`src/hdl/assert_macros.svh`:
```
// assertion macros shared by the scanner rtl
// expects clk and rst_n in the scope of each use
`ifndef ASSERT_MACROS_SVH
`define ASSERT_MACROS_SVH

// property that must hold at every clock edge out of reset
`define ASSERT_ALWAYS(label, prop, msg) \
    label: assert property (@(posedge clk) disable iff (!rst_n) (prop)) else $error(msg);

// same-cycle implication
`define ASSERT_IMPL(label, ante, cons, msg) \
    label: assert property (@(posedge clk) disable iff (!rst_n) (ante) |-> (cons)) \
        else $error(msg);

// next-cycle implication
`define ASSERT_NEXT(label, ante, cons, msg) \
    label: assert property (@(posedge clk) disable iff (!rst_n) (ante) |=> (cons)) \
        else $error(msg);

`endif

```
`src/hdl/frsc_pkg.sv`:
```
// types, codes and constants of the fasta record length scanner
// no dependencies; imported by every scanner module but frsc_fifo
package frsc_pkg;

    // fixed field widths
    localparam int LEN_W   = 15;
    localparam int CNT_W   = 31;
    localparam int BYTE_W  = 8;
    localparam int CFG_IDX_W = 2;

    localparam logic [CNT_W-1:0] CNT_MAX   = {CNT_W{1'b1}};
    localparam logic [LEN_W-1:0] SPACE_MAX = {LEN_W{1'b1}};

    // defaults handed to the top level
    localparam int MAX_LINE_DEF  = 20000;
    localparam int CMD_DEPTH_DEF = 4;
    localparam int RES_DEPTH_DEF = 4;

    // bytes with a fixed meaning
    localparam logic [BYTE_W-1:0] BYTE_NL          = 8'd10;
    localparam logic [BYTE_W-1:0] COMMENT_CHAR_RST = 8'd59;
    localparam logic [BYTE_W-1:0] HEADER_CHAR_RST  = 8'd62;

    // register indexes
    localparam logic [CFG_IDX_W-1:0] CFG_COMMENT = 2'd0;
    localparam logic [CFG_IDX_W-1:0] CFG_HEADER  = 2'd1;

    typedef enum logic [1:0] {
        KIND_RECORD = 2'd0,
        KIND_DONE   = 2'd1,
        KIND_ERROR  = 2'd2
    } kind_t;

    typedef enum logic [1:0] {
        ERR_NONE      = 2'd0,
        ERR_TOO_LONG  = 2'd1,
        ERR_NO_HEADER = 2'd2
    } err_t;

    typedef enum logic [1:0] {
        CLS_START   = 2'd0,
        CLS_HEADER  = 2'd1,
        CLS_SEQ     = 2'd2,
        CLS_COMMENT = 2'd3
    } line_class_t;

    // classified input beat, front to back
    typedef struct packed {
        logic eos;
        logic is_nl;
        logic is_space;
        logic is_comment;
        logic is_header;
    } cmd_t;

    // one result beat
    typedef struct packed {
        kind_t            kind;
        logic [CNT_W-1:0] record_index;
        logic [LEN_W-1:0] desc_length;
        logic [CNT_W-1:0] seq_length;
        err_t             error_code;
        logic [CNT_W-1:0] line_number;
        logic             last;
    } result_t;

endpackage

```
`src/hdl/fasta_record_length_scanner_unit.sv`:
```
// top level of the fasta record length scanner
// depends on frsc_pkg, frsc_front, frsc_fifo and frsc_back
//
// Takes one byte per cycle on a push/full queue port while full is low, and
// returns record, done and error beats on an empty/pop queue port. Every data
// byte passes the classifier, a command queue of CMD_DEPTH entries, and the
// executor, which finishes one command per clock unless the result queue is
// full or a done beat waits; an end of stream that yields both a record and a
// done beat holds the executor until the done beat is written. A result goes
// from the executor into the result queue (RES_DEPTH entries), from which it
// is popped. comment_char and header_char are written through the cfg port
// while the block is idle: the user must keep to this, the block itself does
// not enforce it. Indexes beyond them are ignored.
module fasta_record_length_scanner_unit
    import frsc_pkg::*;
#(
    parameter int MAX_LINE  = MAX_LINE_DEF,
    parameter int CMD_DEPTH = CMD_DEPTH_DEF,
    parameter int RES_DEPTH = RES_DEPTH_DEF
) (
    input  logic                 clk,
    input  logic                 rst_n,
    input  logic                 push,
    output logic                 full,
    input  logic                 op,
    input  logic [BYTE_W-1:0]    data_byte,
    output logic                 empty,
    input  logic                 pop,
    output logic [1:0]           kind,
    output logic [CNT_W-1:0]     record_index,
    output logic [LEN_W-1:0]     desc_length,
    output logic [CNT_W-1:0]     seq_length,
    output logic [1:0]           error_code,
    output logic [CNT_W-1:0]     line_number,
    output logic                 last,
    input  logic                 cfg_we,
    input  logic [CFG_IDX_W-1:0] cfg_index,
    input  logic [BYTE_W-1:0]    cfg_wdata
);

    cmd_t                 front_cmd;
    logic [$bits(cmd_t)-1:0]    cmd_q;
    logic                 cmd_full, cmd_empty, cmd_pop;
    result_t              back_res;
    logic                 res_wr, res_full, res_empty;
    logic [$bits(result_t)-1:0] res_q;
    result_t              out_beat;

    // classifier and registers
    frsc_front u_front (
        .clk       (clk),
        .rst_n     (rst_n),
        .cfg_we    (cfg_we),
        .cfg_index (cfg_index),
        .cfg_wdata (cfg_wdata),
        .op        (op),
        .data_byte (data_byte),
        .cmd       (front_cmd)
    );

    // command queue between front and back
    frsc_fifo #(
        .WIDTH ($bits(cmd_t)),
        .DEPTH (CMD_DEPTH)
    ) u_cmd_fifo (
        .clk     (clk),
        .rst_n   (rst_n),
        .wr_en   (push && !cmd_full),
        .wr_data (front_cmd),
        .full    (cmd_full),
        .rd_en   (cmd_pop),
        .rd_data (cmd_q),
        .empty   (cmd_empty)
    );

    // executor
    frsc_back #(
        .MAX_LINE (MAX_LINE)
    ) u_back (
        .clk       (clk),
        .rst_n     (rst_n),
        .cmd_valid (!cmd_empty),
        .cmd       (cmd_t'(cmd_q)),
        .cmd_pop   (cmd_pop),
        .res_full  (res_full),
        .res_wr    (res_wr),
        .res       (back_res)
    );

    // result queue
    frsc_fifo #(
        .WIDTH ($bits(result_t)),
        .DEPTH (RES_DEPTH)
    ) u_res_fifo (
        .clk     (clk),
        .rst_n   (rst_n),
        .wr_en   (res_wr),
        .wr_data (back_res),
        .full    (res_full),
        .rd_en   (pop && !res_empty),
        .rd_data (res_q),
        .empty   (res_empty)
    );

    assign full     = cmd_full;
    assign empty    = res_empty;
    assign out_beat = result_t'(res_q);

    assign kind         = out_beat.kind;
    assign record_index = out_beat.record_index;
    assign desc_length  = out_beat.desc_length;
    assign seq_length   = out_beat.seq_length;
    assign error_code   = out_beat.error_code;
    assign line_number  = out_beat.line_number;
    assign last         = out_beat.last;

endmodule

```
`src/hdl/frsc_fifo.sv`:
```
// small show-ahead queue used between the scanner stages
// no package dependency; uses assert_macros.svh
`include "assert_macros.svh"

module frsc_fifo #(
    parameter int WIDTH = 8,
    parameter int DEPTH = 4
) (
    input  logic             clk,
    input  logic             rst_n,
    input  logic             wr_en,
    input  logic [WIDTH-1:0] wr_data,
    output logic             full,
    input  logic             rd_en,
    output logic [WIDTH-1:0] rd_data,
    output logic             empty
);

    localparam int AW = (DEPTH > 1) ? $clog2(DEPTH) : 1;
    localparam int CW = $clog2(DEPTH + 1);

    logic [WIDTH-1:0] mem_reg [DEPTH];
    logic [AW-1:0]    wr_ptr_reg, wr_ptr_next;
    logic [AW-1:0]    rd_ptr_reg, rd_ptr_next;
    logic [CW-1:0]    count_reg, count_next;

    // pointer wrap and fill count
    always_comb
    begin
        wr_ptr_next = wr_ptr_reg;
        rd_ptr_next = rd_ptr_reg;
        count_next  = count_reg;
        if (wr_en)
        begin
            wr_ptr_next = (wr_ptr_reg == AW'(DEPTH - 1)) ? '0 : wr_ptr_reg + 1'b1;
        end
        if (rd_en)
        begin
            rd_ptr_next = (rd_ptr_reg == AW'(DEPTH - 1)) ? '0 : rd_ptr_reg + 1'b1;
        end
        if (wr_en && !rd_en)
        begin
            count_next = count_reg + 1'b1;
        end
        else if (rd_en && !wr_en)
        begin
            count_next = count_reg - 1'b1;
        end
    end

    always_ff @(posedge clk or negedge rst_n)
    begin
        if (!rst_n)
        begin
            wr_ptr_reg <= '0;
            rd_ptr_reg <= '0;
            count_reg  <= '0;
        end
        else
        begin
            wr_ptr_reg <= wr_ptr_next;
            rd_ptr_reg <= rd_ptr_next;
            count_reg  <= count_next;
        end
    end

    // storage, no reset
    always_ff @(posedge clk)
    begin
        if (wr_en)
        begin
            mem_reg[wr_ptr_reg] <= wr_data;
        end
    end

    assign rd_data = mem_reg[rd_ptr_reg];
    assign full    = (count_reg == CW'(DEPTH));
    assign empty   = (count_reg == '0);

    `ASSERT_ALWAYS(a_count_bound, count_reg <= CW'(DEPTH), "fifo count beyond depth")
    `ASSERT_IMPL(a_no_overflow, wr_en, !full || rd_en, "fifo written while full")
    `ASSERT_IMPL(a_no_underflow, rd_en, !empty, "fifo read while empty")

endmodule

```
`src/hdl/frsc_front.sv`:
```
// front stage: configuration registers and byte classification
// depends on frsc_pkg
module frsc_front
    import frsc_pkg::*;
(
    input  logic                 clk,
    input  logic                 rst_n,
    input  logic                 cfg_we,
    input  logic [CFG_IDX_W-1:0] cfg_index,
    input  logic [BYTE_W-1:0]    cfg_wdata,
    input  logic                 op,
    input  logic [BYTE_W-1:0]    data_byte,
    output cmd_t                 cmd
);

    logic [BYTE_W-1:0] comment_char_reg;
    logic [BYTE_W-1:0] header_char_reg;

    // register writes, unknown indexes ignored
    always_ff @(posedge clk or negedge rst_n)
    begin
        if (!rst_n)
        begin
            comment_char_reg <= COMMENT_CHAR_RST;
            header_char_reg  <= HEADER_CHAR_RST;
        end
        else if (cfg_we)
        begin
            case (cfg_index)
                CFG_COMMENT: comment_char_reg <= cfg_wdata;
                CFG_HEADER:  header_char_reg  <= cfg_wdata;
                default:     ;
            endcase
        end
    end

    // classify the incoming beat
    always_comb
    begin
        cmd.eos        = op;
        cmd.is_nl      = (data_byte == BYTE_NL);
        cmd.is_space   = data_byte inside {8'd32, [8'd9:8'd13]};
        cmd.is_comment = (data_byte == comment_char_reg);
        cmd.is_header  = (data_byte == header_char_reg);
    end

endmodule

```
`src/hdl/frsc_back.sv`:
```
// back stage: line and record state, builds the result beats
// depends on frsc_pkg and assert_macros.svh
`include "assert_macros.svh"

module frsc_back
    import frsc_pkg::*;
#(
    parameter int MAX_LINE = MAX_LINE_DEF
) (
    input  logic    clk,
    input  logic    rst_n,
    input  logic    cmd_valid,
    input  cmd_t    cmd,
    output logic    cmd_pop,
    input  logic    res_full,
    output logic    res_wr,
    output result_t res
);

    localparam logic [LEN_W-1:0] MAX_LEN  = LEN_W'(MAX_LINE);
    localparam logic [LEN_W+1:0] MAX_LEN2 = (LEN_W + 2)'(MAX_LINE);

    logic [LEN_W-1:0] line_len_reg, line_len_next;
    logic [LEN_W-1:0] pend_space_reg, pend_space_next;
    line_class_t      line_class_reg, line_class_next;
    logic [CNT_W-1:0] line_count_reg, line_count_next;
    logic [CNT_W-1:0] rec_count_reg, rec_count_next;
    logic [LEN_W-1:0] desc_len_reg, desc_len_next;
    logic [CNT_W-1:0] seq_len_reg, seq_len_next;
    logic             failed_reg, failed_next;
    logic             done_pend_reg, done_pend_next;
    logic [CNT_W-1:0] done_count_reg, done_count_next;

    logic             fire;
    logic [CNT_W-1:0] fl_count;
    logic             fl_long, fl_no_header, fl_err, fl_open, fl_add_seq;
    err_t             fl_code;
    logic [CNT_W:0]   seq_sum;
    logic [CNT_W-1:0] seq_sat;
    logic [CNT_W-1:0] rc_inc;
    logic [LEN_W+1:0] len_sum;
    logic [LEN_W-1:0] len_new;
    line_class_t      cls_eff;
    logic             eos_finish;
    logic [CNT_W-1:0] rc_eos;
    logic [LEN_W-1:0] desc_eos;
    logic [CNT_W-1:0] seq_eos;

    function automatic result_t mk_result(kind_t k, logic [CNT_W-1:0] idx,
                                          logic [LEN_W-1:0] desc,
                                          logic [CNT_W-1:0] seq, err_t code,
                                          logic [CNT_W-1:0] line, logic lst);
        result_t r;
        r.kind         = k;
        r.record_index = idx;
        r.desc_length  = desc;
        r.seq_length   = seq;
        r.error_code   = code;
        r.line_number  = line;
        r.last         = lst;
        return r;
    endfunction

    // a command runs only with room for a result and no done beat waiting
    assign fire    = cmd_valid && !res_full && !done_pend_reg;
    assign cmd_pop = fire;

    // end-of-line evaluation, shared by newline and end of stream
    always_comb
    begin
        fl_count     = (line_count_reg == CNT_MAX) ? CNT_MAX : line_count_reg + 1'b1;
        fl_long      = (line_len_reg >= MAX_LEN);
        fl_no_header = (line_len_reg != '0) && (line_class_reg == CLS_SEQ)
                       && (rec_count_reg == '0);
        fl_err       = fl_long || fl_no_header;
        fl_code      = fl_long ? ERR_TOO_LONG : ERR_NO_HEADER;
        fl_open      = !fl_err && (line_len_reg != '0) && (line_class_reg == CLS_HEADER);
        fl_add_seq   = !fl_err && (line_len_reg != '0) && (line_class_reg == CLS_SEQ);
        seq_sum      = {1'b0, seq_len_reg} + {{(CNT_W + 1 - LEN_W){1'b0}}, line_len_reg};
        seq_sat      = seq_sum[CNT_W] ? CNT_MAX : seq_sum[CNT_W-1:0];
        rc_inc       = (rec_count_reg == CNT_MAX) ? CNT_MAX : rec_count_reg + 1'b1;
    end

    // data byte path: line class and trimmed length
    always_comb
    begin
        if (line_class_reg != CLS_START)
        begin
            cls_eff = line_class_reg;
        end
        else if (cmd.is_comment)
        begin
            cls_eff = CLS_COMMENT;
        end
        else if (cmd.is_header)
        begin
            cls_eff = CLS_HEADER;
        end
        else
        begin
            cls_eff = CLS_SEQ;
        end
        len_sum = {2'b00, line_len_reg} + {2'b00, pend_space_reg} + (LEN_W + 2)'(1);
        len_new = (len_sum >= MAX_LEN2) ? MAX_LEN : len_sum[LEN_W-1:0];
    end

    // record contents as seen at end of stream
    always_comb
    begin
        eos_finish = (line_class_reg != CLS_START);
        rc_eos     = (eos_finish && fl_open) ? rc_inc : rec_count_reg;
        desc_eos   = (eos_finish && fl_open) ? line_len_reg - 1'b1 : desc_len_reg;
        if (eos_finish && fl_open)
        begin
            seq_eos = '0;
        end
        else if (eos_finish && fl_add_seq)
        begin
            seq_eos = seq_sat;
        end
        else
        begin
            seq_eos = seq_len_reg;
        end
    end

    // next state and result beat
    always_comb
    begin
        line_len_next   = line_len_reg;
        pend_space_next = pend_space_reg;
        line_class_next = line_class_reg;
        line_count_next = line_count_reg;
        rec_count_next  = rec_count_reg;
        desc_len_next   = desc_len_reg;
        seq_len_next    = seq_len_reg;
        failed_next     = failed_reg;
        done_pend_next  = done_pend_reg;
        done_count_next = done_count_reg;
        res_wr          = 1'b0;
        res             = mk_result(KIND_DONE, done_count_reg, '0, '0, ERR_NONE, '0, 1'b1);

        if (done_pend_reg)
        begin
            // second beat of an end of stream
            if (!res_full)
            begin
                res_wr         = 1'b1;
                done_pend_next = 1'b0;
            end
        end
        else if (fire && cmd.eos)
        begin
            if (!failed_reg)
            begin
                res_wr = 1'b1;
                if (eos_finish && fl_err)
                begin
                    res = mk_result(KIND_ERROR, '0, '0, '0, fl_code, fl_count, 1'b1);
                end
                else if (rc_eos != '0)
                begin
                    res = mk_result(KIND_RECORD, rc_eos - 1'b1, desc_eos, seq_eos,
                                    ERR_NONE, '0, 1'b0);
                    done_pend_next  = 1'b1;
                    done_count_next = rc_eos;
                end
                else
                begin
                    res = mk_result(KIND_DONE, '0, '0, '0, ERR_NONE, '0, 1'b1);
                end
            end
            line_len_next   = '0;
            pend_space_next = '0;
            line_class_next = CLS_START;
            line_count_next = '0;
            rec_count_next  = '0;
            desc_len_next   = '0;
            seq_len_next    = '0;
            failed_next     = 1'b0;
        end
        else if (fire && !failed_reg)
        begin
            if (cmd.is_nl)
            begin
                line_count_next = fl_count;
                line_len_next   = '0;
                pend_space_next = '0;
                line_class_next = CLS_START;
                if (fl_err)
                begin
                    failed_next = 1'b1;
                    res_wr      = 1'b1;
                    res = mk_result(KIND_ERROR, '0, '0, '0, fl_code, fl_count, 1'b1);
                end
                else if (fl_open)
                begin
                    desc_len_next  = line_len_reg - 1'b1;
                    seq_len_next   = '0;
                    rec_count_next = rc_inc;
                end
                else if (fl_add_seq)
                begin
                    seq_len_next = seq_sat;
                end
            end
            else
            begin
                line_class_next = cls_eff;
                if (cmd.is_space)
                begin
                    pend_space_next = (pend_space_reg == SPACE_MAX) ?
                                      SPACE_MAX : pend_space_reg + 1'b1;
                end
                else
                begin
                    line_len_next   = len_new;
                    pend_space_next = '0;
                    // first visible byte of a header closes the previous record
                    if (cls_eff == CLS_HEADER && line_len_reg == '0 && rec_count_reg != '0)
                    begin
                        res_wr = 1'b1;
                        res = mk_result(KIND_RECORD, rec_count_reg - 1'b1, desc_len_reg,
                                        seq_len_reg, ERR_NONE, '0, 1'b1);
                    end
                end
            end
        end
    end

    always_ff @(posedge clk or negedge rst_n)
    begin
        if (!rst_n)
        begin
            line_len_reg   <= '0;
            pend_space_reg <= '0;
            line_class_reg <= CLS_START;
            line_count_reg <= '0;
            rec_count_reg  <= '0;
            desc_len_reg   <= '0;
            seq_len_reg    <= '0;
            failed_reg     <= 1'b0;
            done_pend_reg  <= 1'b0;
            done_count_reg <= '0;
        end
        else
        begin
            line_len_reg   <= line_len_next;
            pend_space_reg <= pend_space_next;
            line_class_reg <= line_class_next;
            line_count_reg <= line_count_next;
            rec_count_reg  <= rec_count_next;
            desc_len_reg   <= desc_len_next;
            seq_len_reg    <= seq_len_next;
            failed_reg     <= failed_next;
            done_pend_reg  <= done_pend_next;
            done_count_reg <= done_count_next;
        end
    end

    `ASSERT_IMPL(a_wr_room, res_wr, !res_full, "result written into a full queue")
    `ASSERT_IMPL(a_silent_after_error, fire && failed_reg && !cmd.eos, !res_wr,
                 "result produced after an error")
    `ASSERT_ALWAYS(a_len_bound, line_len_reg <= MAX_LEN, "line length beyond its cap")
    `ASSERT_NEXT(a_done_follows, fire && done_pend_next, done_pend_reg && !cmd_pop,
                 "done beat not held after record at end of stream")

endmodule

```
`config.mk`:
```
export PLATFORM = sky130hd
export DESIGN_NAME = fasta_record_length_scanner_unit
export DESIGN_NICKNAME = d
export VERILOG_FILES = /design/src/hdl/frsc_pkg.sv /design/src/hdl/fasta_record_length_scanner_unit.sv /design/src/hdl/frsc_fifo.sv /design/src/hdl/frsc_front.sv /design/src/hdl/frsc_back.sv
export VERILOG_INCLUDE_DIRS = /design/src /design/src/hdl
export SDC_FILE = /design/constraint.sdc
export NUM_CORES = 1
export LEC_CHECK = 0
export ABC_CLOCK_PERIOD_IN_PS = 12700
export BUFFER_PORTS_ARGS = -buffer_cell sky130_fd_sc_hd__buf_2
export CAP_MARGIN = 5
export CORE_MARGIN = 2
export CORE_UTILIZATION = 40
export DETAILED_ROUTE_END_ITERATION = 16
export GPL_TIMING_DRIVEN = 0
export HOLD_SLACK_MARGIN = 0.03
export MAX_ROUTING_LAYER = met4
export PLACE_DENSITY = 0.53
export SLEW_MARGIN = 20
export SYNTH_ARGS = -nofsm -noshare
export SYNTH_HDL_FRONTEND = slang
export SYNTH_HIERARCHICAL = 1
export SYNTH_SLANG_ARGS = --single-unit
export TNS_END_PERCENT = 30
```
`constraint.sdc`:
```
create_clock -name clk -period 12.7 [get_ports clk]
set_input_delay 2.54 -clock clk [delete_from_list [all_inputs] [get_ports clk]]
set_output_delay 2.54 -clock clk [all_outputs]
set_load 0.005 [all_outputs]
```
After elaboration in Yosys (flattened, before gate mapping) --
Memory sizes are Yosys's and may differ from the RTL's. Cells that the tools add are included.
Word-level totals: memory bits (writable) 472, output and inout bits 115, input port bits 24, memories kept 2, word-level logic and storage cells 206, bits in registers 203
Memories:
- u_res_fifo.mem_reg | words 4, bits a word 113, rd ports 1, clocked after memory_dff 0, wr ports 1, RTL line frsc_fifo.sv:22 | logic [WIDTH-1:0] mem_reg [DEPTH];
- u_cmd_fifo.mem_reg | words 4, bits a word 5, rd ports 1, clocked after memory_dff 0, wr ports 1, RTL line frsc_fifo.sv:22
Operators by class: reduce and logical (&&, ||, !) cells 59, bitwise logic cells 3, multiplexer cells 84, eq/ne operators 19, add/subtract/negate cells 17, magnitude comparators 4
Operator list (number):
- 2-to-1 mux 113 bit | 8
- 2-to-1 mux 31 bit | 20
- 2-to-1 mux 15 bit | 16
- 2-to-1 mux 112 bit | 2
- adder 31 x 1 -> 31 bit (second input constant) | 2
- equality test 31 bit (second input constant) | 2
- nonzero test 31 bit | 2
- subtractor 31 x 1 -> 31 bit (second input constant) | 2
- adder 31 x 15 -> 32 bit | 1
- zero test 31 bit | 1
- 2-to-1 mux 1 bit | 23
- 2-to-1 mux 2 bit | 11
- logical AND 1 bit | 21
- adder 17 x 1 -> 17 bit (second input constant) | 1
- >= comparator 17 x 15 -> 1 bit (second input constant) | 1
- adder 15 x 15 -> 16 bit | 1
- equality test 8 bit | 2
- nonzero test 2 bit | 8
- adder 15 x 1 -> 15 bit (second input constant) | 1
- equality test 15 bit (second input constant) | 1
- >= comparator 15 bit (second input constant) | 1
- zero test 15 bit | 1
- AND reduction 5 bit | 3
- nonzero test 15 bit | 1
- 23 further kinds | 54

Logic depth before layout (Yosys ltp) --
An unclocked memory read counts as a cell.
word-level depth 17, gate-level depth with buffers 20

Modules after synthesis --
Netlist, hierarchy kept.
By module, submodules not included:
- frsc_fifo (u_res_fifo) | cells each 628, instances 1, sequential area each 13748.2 um^2, area an instance 16701.0 um^2
- frsc_back | cells each 1888, instances 1, sequential area each 4329.2 um^2, area an instance 14422.6 um^2
- frsc_fifo (u_cmd_fifo) | cells each 63, instances 1, sequential area each 775.7 um^2, area an instance 1136.1 um^2
- frsc_front | cells each 67, instances 1, sequential area each 412.9 um^2, area an instance 864.6 um^2
- fasta_record_length_scanner_unit | cells each 3, instances 1, sequential area each 0.0 um^2, area an instance 31.3 um^2

Worst setup path after synthesis --
Ideal clock, no wire load.
path kind reg-to-reg, from register u_back.rec_count_reg[13], to memory u_res_fifo/mem_reg[2][0] (netlist name) (enable), slack 6.851 ns, period minus slack after synthesis 5.849 ns, library setup time 0.485 ns, stages on the path, launching flop included 10, required time 12.215 ns, arrival time 5.365 ns, cell sequence dfrtp_1 clkbuf_1 or4_1 or3_1 nor4_4 a21oi_1 nor2_1 nor2_1 a21boi_0 and2_1
On the way: word-level cells in the longest chain between the ends 10, elaborated cells between the ends (all ways) 14, classes of those cells mux: 9; reduce/logical: 5
Ends and longest elaborated chain:
- from (decl) | RTL line frsc_back.sv:27 | logic [CNT_W-1:0] rec_count_reg, rec_count_next;
- from (signal assigned) | RTL line frsc_back.sv:252 | rec_count_reg <= rec_count_next;
- nonzero test 31 bit or zero test 31 bit (tied branches) | RTL line frsc_back.sv:220, frsc_back.sv:74
- logical AND 1 bit, on equally long branches | RTL line frsc_back.sv:220, frsc_back.sv:74
- 2-to-1 mux 1 bit or logical OR 1 bit (tied branches) | RTL line frsc_back.sv:220, frsc_back.sv:75
- 2-to-1 mux 1 bit, on equally long branches | RTL line frsc_back.sv:210, frsc_back.sv:190
- 2-to-1 mux 1 bit * | RTL line frsc_back.sv:184 | if (cmd.is_nl)
- 2-to-1 mux 1 bit * | RTL line frsc_back.sv:182 | else if (fire && !failed_reg)
- 2-to-1 mux 1 bit * | RTL line frsc_back.sv:152 | else if (fire && cmd.eos)
- 2-to-1 mux 1 bit * | RTL line frsc_back.sv:143 | if (done_pend_reg)
- named net res_wr | RTL line fasta_record_length_scanner_unit.sv:45 | logic res_wr, res_full, res_empty;
- 2-to-1 mux 1 bit * | RTL line frsc_fifo.sv:70 | if (wr_en)
- 2-to-1 mux 1 bit (implied by the code) * | RTL line frsc_fifo.sv:72 | mem_reg[wr_ptr_reg] <= wr_data;
- to (decl) | RTL line frsc_fifo.sv:22
The timed path passes the listed nets; every way through them passes the cells marked *.

==> metrics.cfg <==
[sta]
min_period_ps = 6726
skew_ps = 38.59
worst_pin_slew_ps = 1101
finalSetupTns_ps = 0
max_freq_mhz = 148.7
post-route-period-util_pct = 52.96
setup_viol = 0
hold_violations = 0
slew_viol_final = 0
rsz0062_at_grt = false
slew_headroom_pct = 25.92

[floorplanning]
start_util_pct = 40.38
core_um2 = 82110
die_h_um = 291.9
ioPinCount = 139
die_area_um2 = 85210
num_rows = 105
die_width_um = 291.9

[placed_design]
place_area_um2 = 35520
dp_hpwl_mm = 72.27
routabilityCongestion = 0.9329
place_inst = 3866
numPortBuffers = 136

[logic_synthesis]
synth.most_common_cell = edfxtp_1
synth_ff_type = edfxtp_1
avgSynthCellArea_um2 = 12.52
yosysTopAreaCellShare_pct = 42.75
seq_area_frac_synth_pct = 58.11
syn_area_um2 = 33160
synth_fp_nets = 2728
ys_top_cells_by_count = edfxtp_1 (472), nand2_1 (261), o21ai_0 (218)
ys_warn_count = 6
netlist_instances = 2649
yosys.area.top_type = edfxtp_1
synthArstFlopShare_pct = 30.07
synth-seq-cells = 675
synth_cell_type_count = 104
synth_edf_count = 472
synth.area.top_cells = edfxtp_1 (43%), dfrtp_1 (15%), mux4_2 (8.0%)

[layout]
drive_gt1_share_pct = 18.10
final_net_count = 2954
largest_reg_flops = 452
final_cells = 4010
antennaDiodeCount = 0
area_growth_pct = 14.87
fillerInstances = 7430
finish.instance_area_um2 = 38090

[global_routing]
antenna_found_initial = 0
grt_pass1_vias = 23360
grt_max_degree = 60
track_usage_pct = 24.49
grt_pass1_wl_mm = 151.7
grt_overflow_total = 0

[critical_path]
required_ps = 13140
crit_arrival_ps = 7170
cp_max_fo = 10
end_kind = flop
cp-startpoint = u_back/line_len_reg[1]$_DFFE_PN0P_
cp-start-kind = flop
r2r-start = u_back/line_len_reg[1]$_DFFE_PN0P_
critical_path_class = reg2reg

[hold_path]
hp-start = u_back/desc_len_reg[12]$_DFFE_PN0P_
hold_path.class = reg2reg

[clock_network]
post_cts_buffers = 0
clk_pin_slew_ps = 60
cts-root-buf = clkbuf_16
cts.repair.resized = 0
ctsHoldBuffers = 0
cts_htree_levels = 3
clock_latency_ps = 640
cts_inserted_buffers = 77
clkSinkCount = 675
cts_max_path_buffers = 3
cts_tree = yes

[route]
viasPerCell = 5.836
drt_pass1_iterations = 6
wl_met2_mm = 47.72
ant_nets = 0
top_layer_used = met4
route.met3.wl_mm = 5.762
vias = 23400
wl_per_cell_um = 25.24
initialDrtViolationCount = 2248
drc_errors = 0
drt-met1-wl_mm = 44.99
routed_wl_mm = 101.2

[pwr]
power.leakage_uw = 0.01407
max-vdd-ir-drop_v = 0.0001390
powerDensity_nw_per_um2 = 237.2

[job]
max_cap_viol_count = 0

[status]
status = complete, no violations

[cell type report]
type	instances	area, µm²	share of cell area [%]
Multi-Input combinational cell	1758	12960	34.03
Timing Repair Buffer	147	993.5	2.608
Inverter	58	217.7	0.5716
Clock buffer	98	2006	5.266
Tap cell	1070	1339	3.515
Buffer	158	747.0	1.961
Sequential cell	675	19270	50.59
Clock inverter	46	555.5	1.459
[power breakdown]
group	switching, µW	total, µW	internal (µW)
Combinational	2260	3510	1250
Sequential	165	3280	3120
Clock	924	2240	1320
Total	3350	9040	5690
[routing by layer]
metal / up-vias / track usage, %
li1: 10570 / -
met4: 0 / 7.481
met2: 790 / 38.00
met1: 11890 / 33.46
met5: - / -
met3: 149 / 3.562
[stage by stage]
step / hold WS, ps / worst slack (ps) / total power (µW) / util (%)
finish: 485.3 / 5974 / 9035 / 46.38
global route: 501.4 / 5574 / 9516 / 46.38
CTS: 479.9 / 6054 / 9142 / 46.38
detailed placement: 466.6 / 6066 / 6874 / 43.26
global placement: 460.9 / 2874 / 6858 / 42.84
floorplan: 445.9 / 6851 / 5366 / -
[cells in the final DEF, fill, tap and decap left out, drive strengths merged, types with 13 or more instances in the layout]
master	n
a21o	18
a21oi	134
a22o	57
a22oi	25
a31oi	25
and2	26
and3	41
and4	14
buf	215
clkbuf	188
clkinv	30
dfrtp	193
edfxtp	472
ha	51
inv	61
mux2	29
mux4	118
nand2	264
nand3	57
nand4	41
nor2	155
nor2b	18
nor3	56
nor4	29
o21a	13
o21ai	263
o2bb2ai	16
o31ai	16
or3	13
xnor2	79
xor2	42
[critical path, stage by stage (launching register included)]
cell and delay [ps]:
dfrtp_1 440, inv_1 260, ha_1 200, nor4b_1 320, nand4_1 500, nand2_2 480, buf_2 440, buf_1 670
clkbuf_1 630, a21oi_1 330, ha_1 270, nand3b_1 130, nor4_2 80, and4_4 200, nor3_4 490, inv_2 130
buf_4 230, nor2_1 360, a22o_1 360
[cells by family (layout without fill, tap and decap cells)]
logic type	after synthesis	in the layout	synth area share, %
AO/OA/AOI/OAI	666	666	12.69
XOR/XNOR	121	121	3.196
adder cells (fa/ha/maj)	55	55	2.166
buffers and inverters	216	507	2.910
flip-flops	675	675	58.11
multiplexers	153	153	9.181
AND/OR/NAND/NOR	763	763	11.75
[path summary, 6_finish.rpt]
kind / to / slack [ps] / cells past startpoint
max: u_res_fifo/mem_reg[3][65]$_DFFE_PP_ / 5970 / 18
min reg2reg: u_back/desc_len_reg[12]$_DFFE_PN0P_ / 490 / 2
max reg2reg: u_res_fifo/mem_reg[3][65]$_DFFE_PP_ / 5970 / 18
max in group asynchronous: u_back/line_count_reg[15]$_DFFE_PN0P_ / 9920 / 3
min in group asynchronous: u_res_fifo/wr_ptr_reg[1]$_DFFE_PN0P_ / 1820 / 1
min: u_back/desc_len_reg[12]$_DFFE_PN0P_ / 490 / 2
No activity file was read; power rests on OpenSTA's default activity.
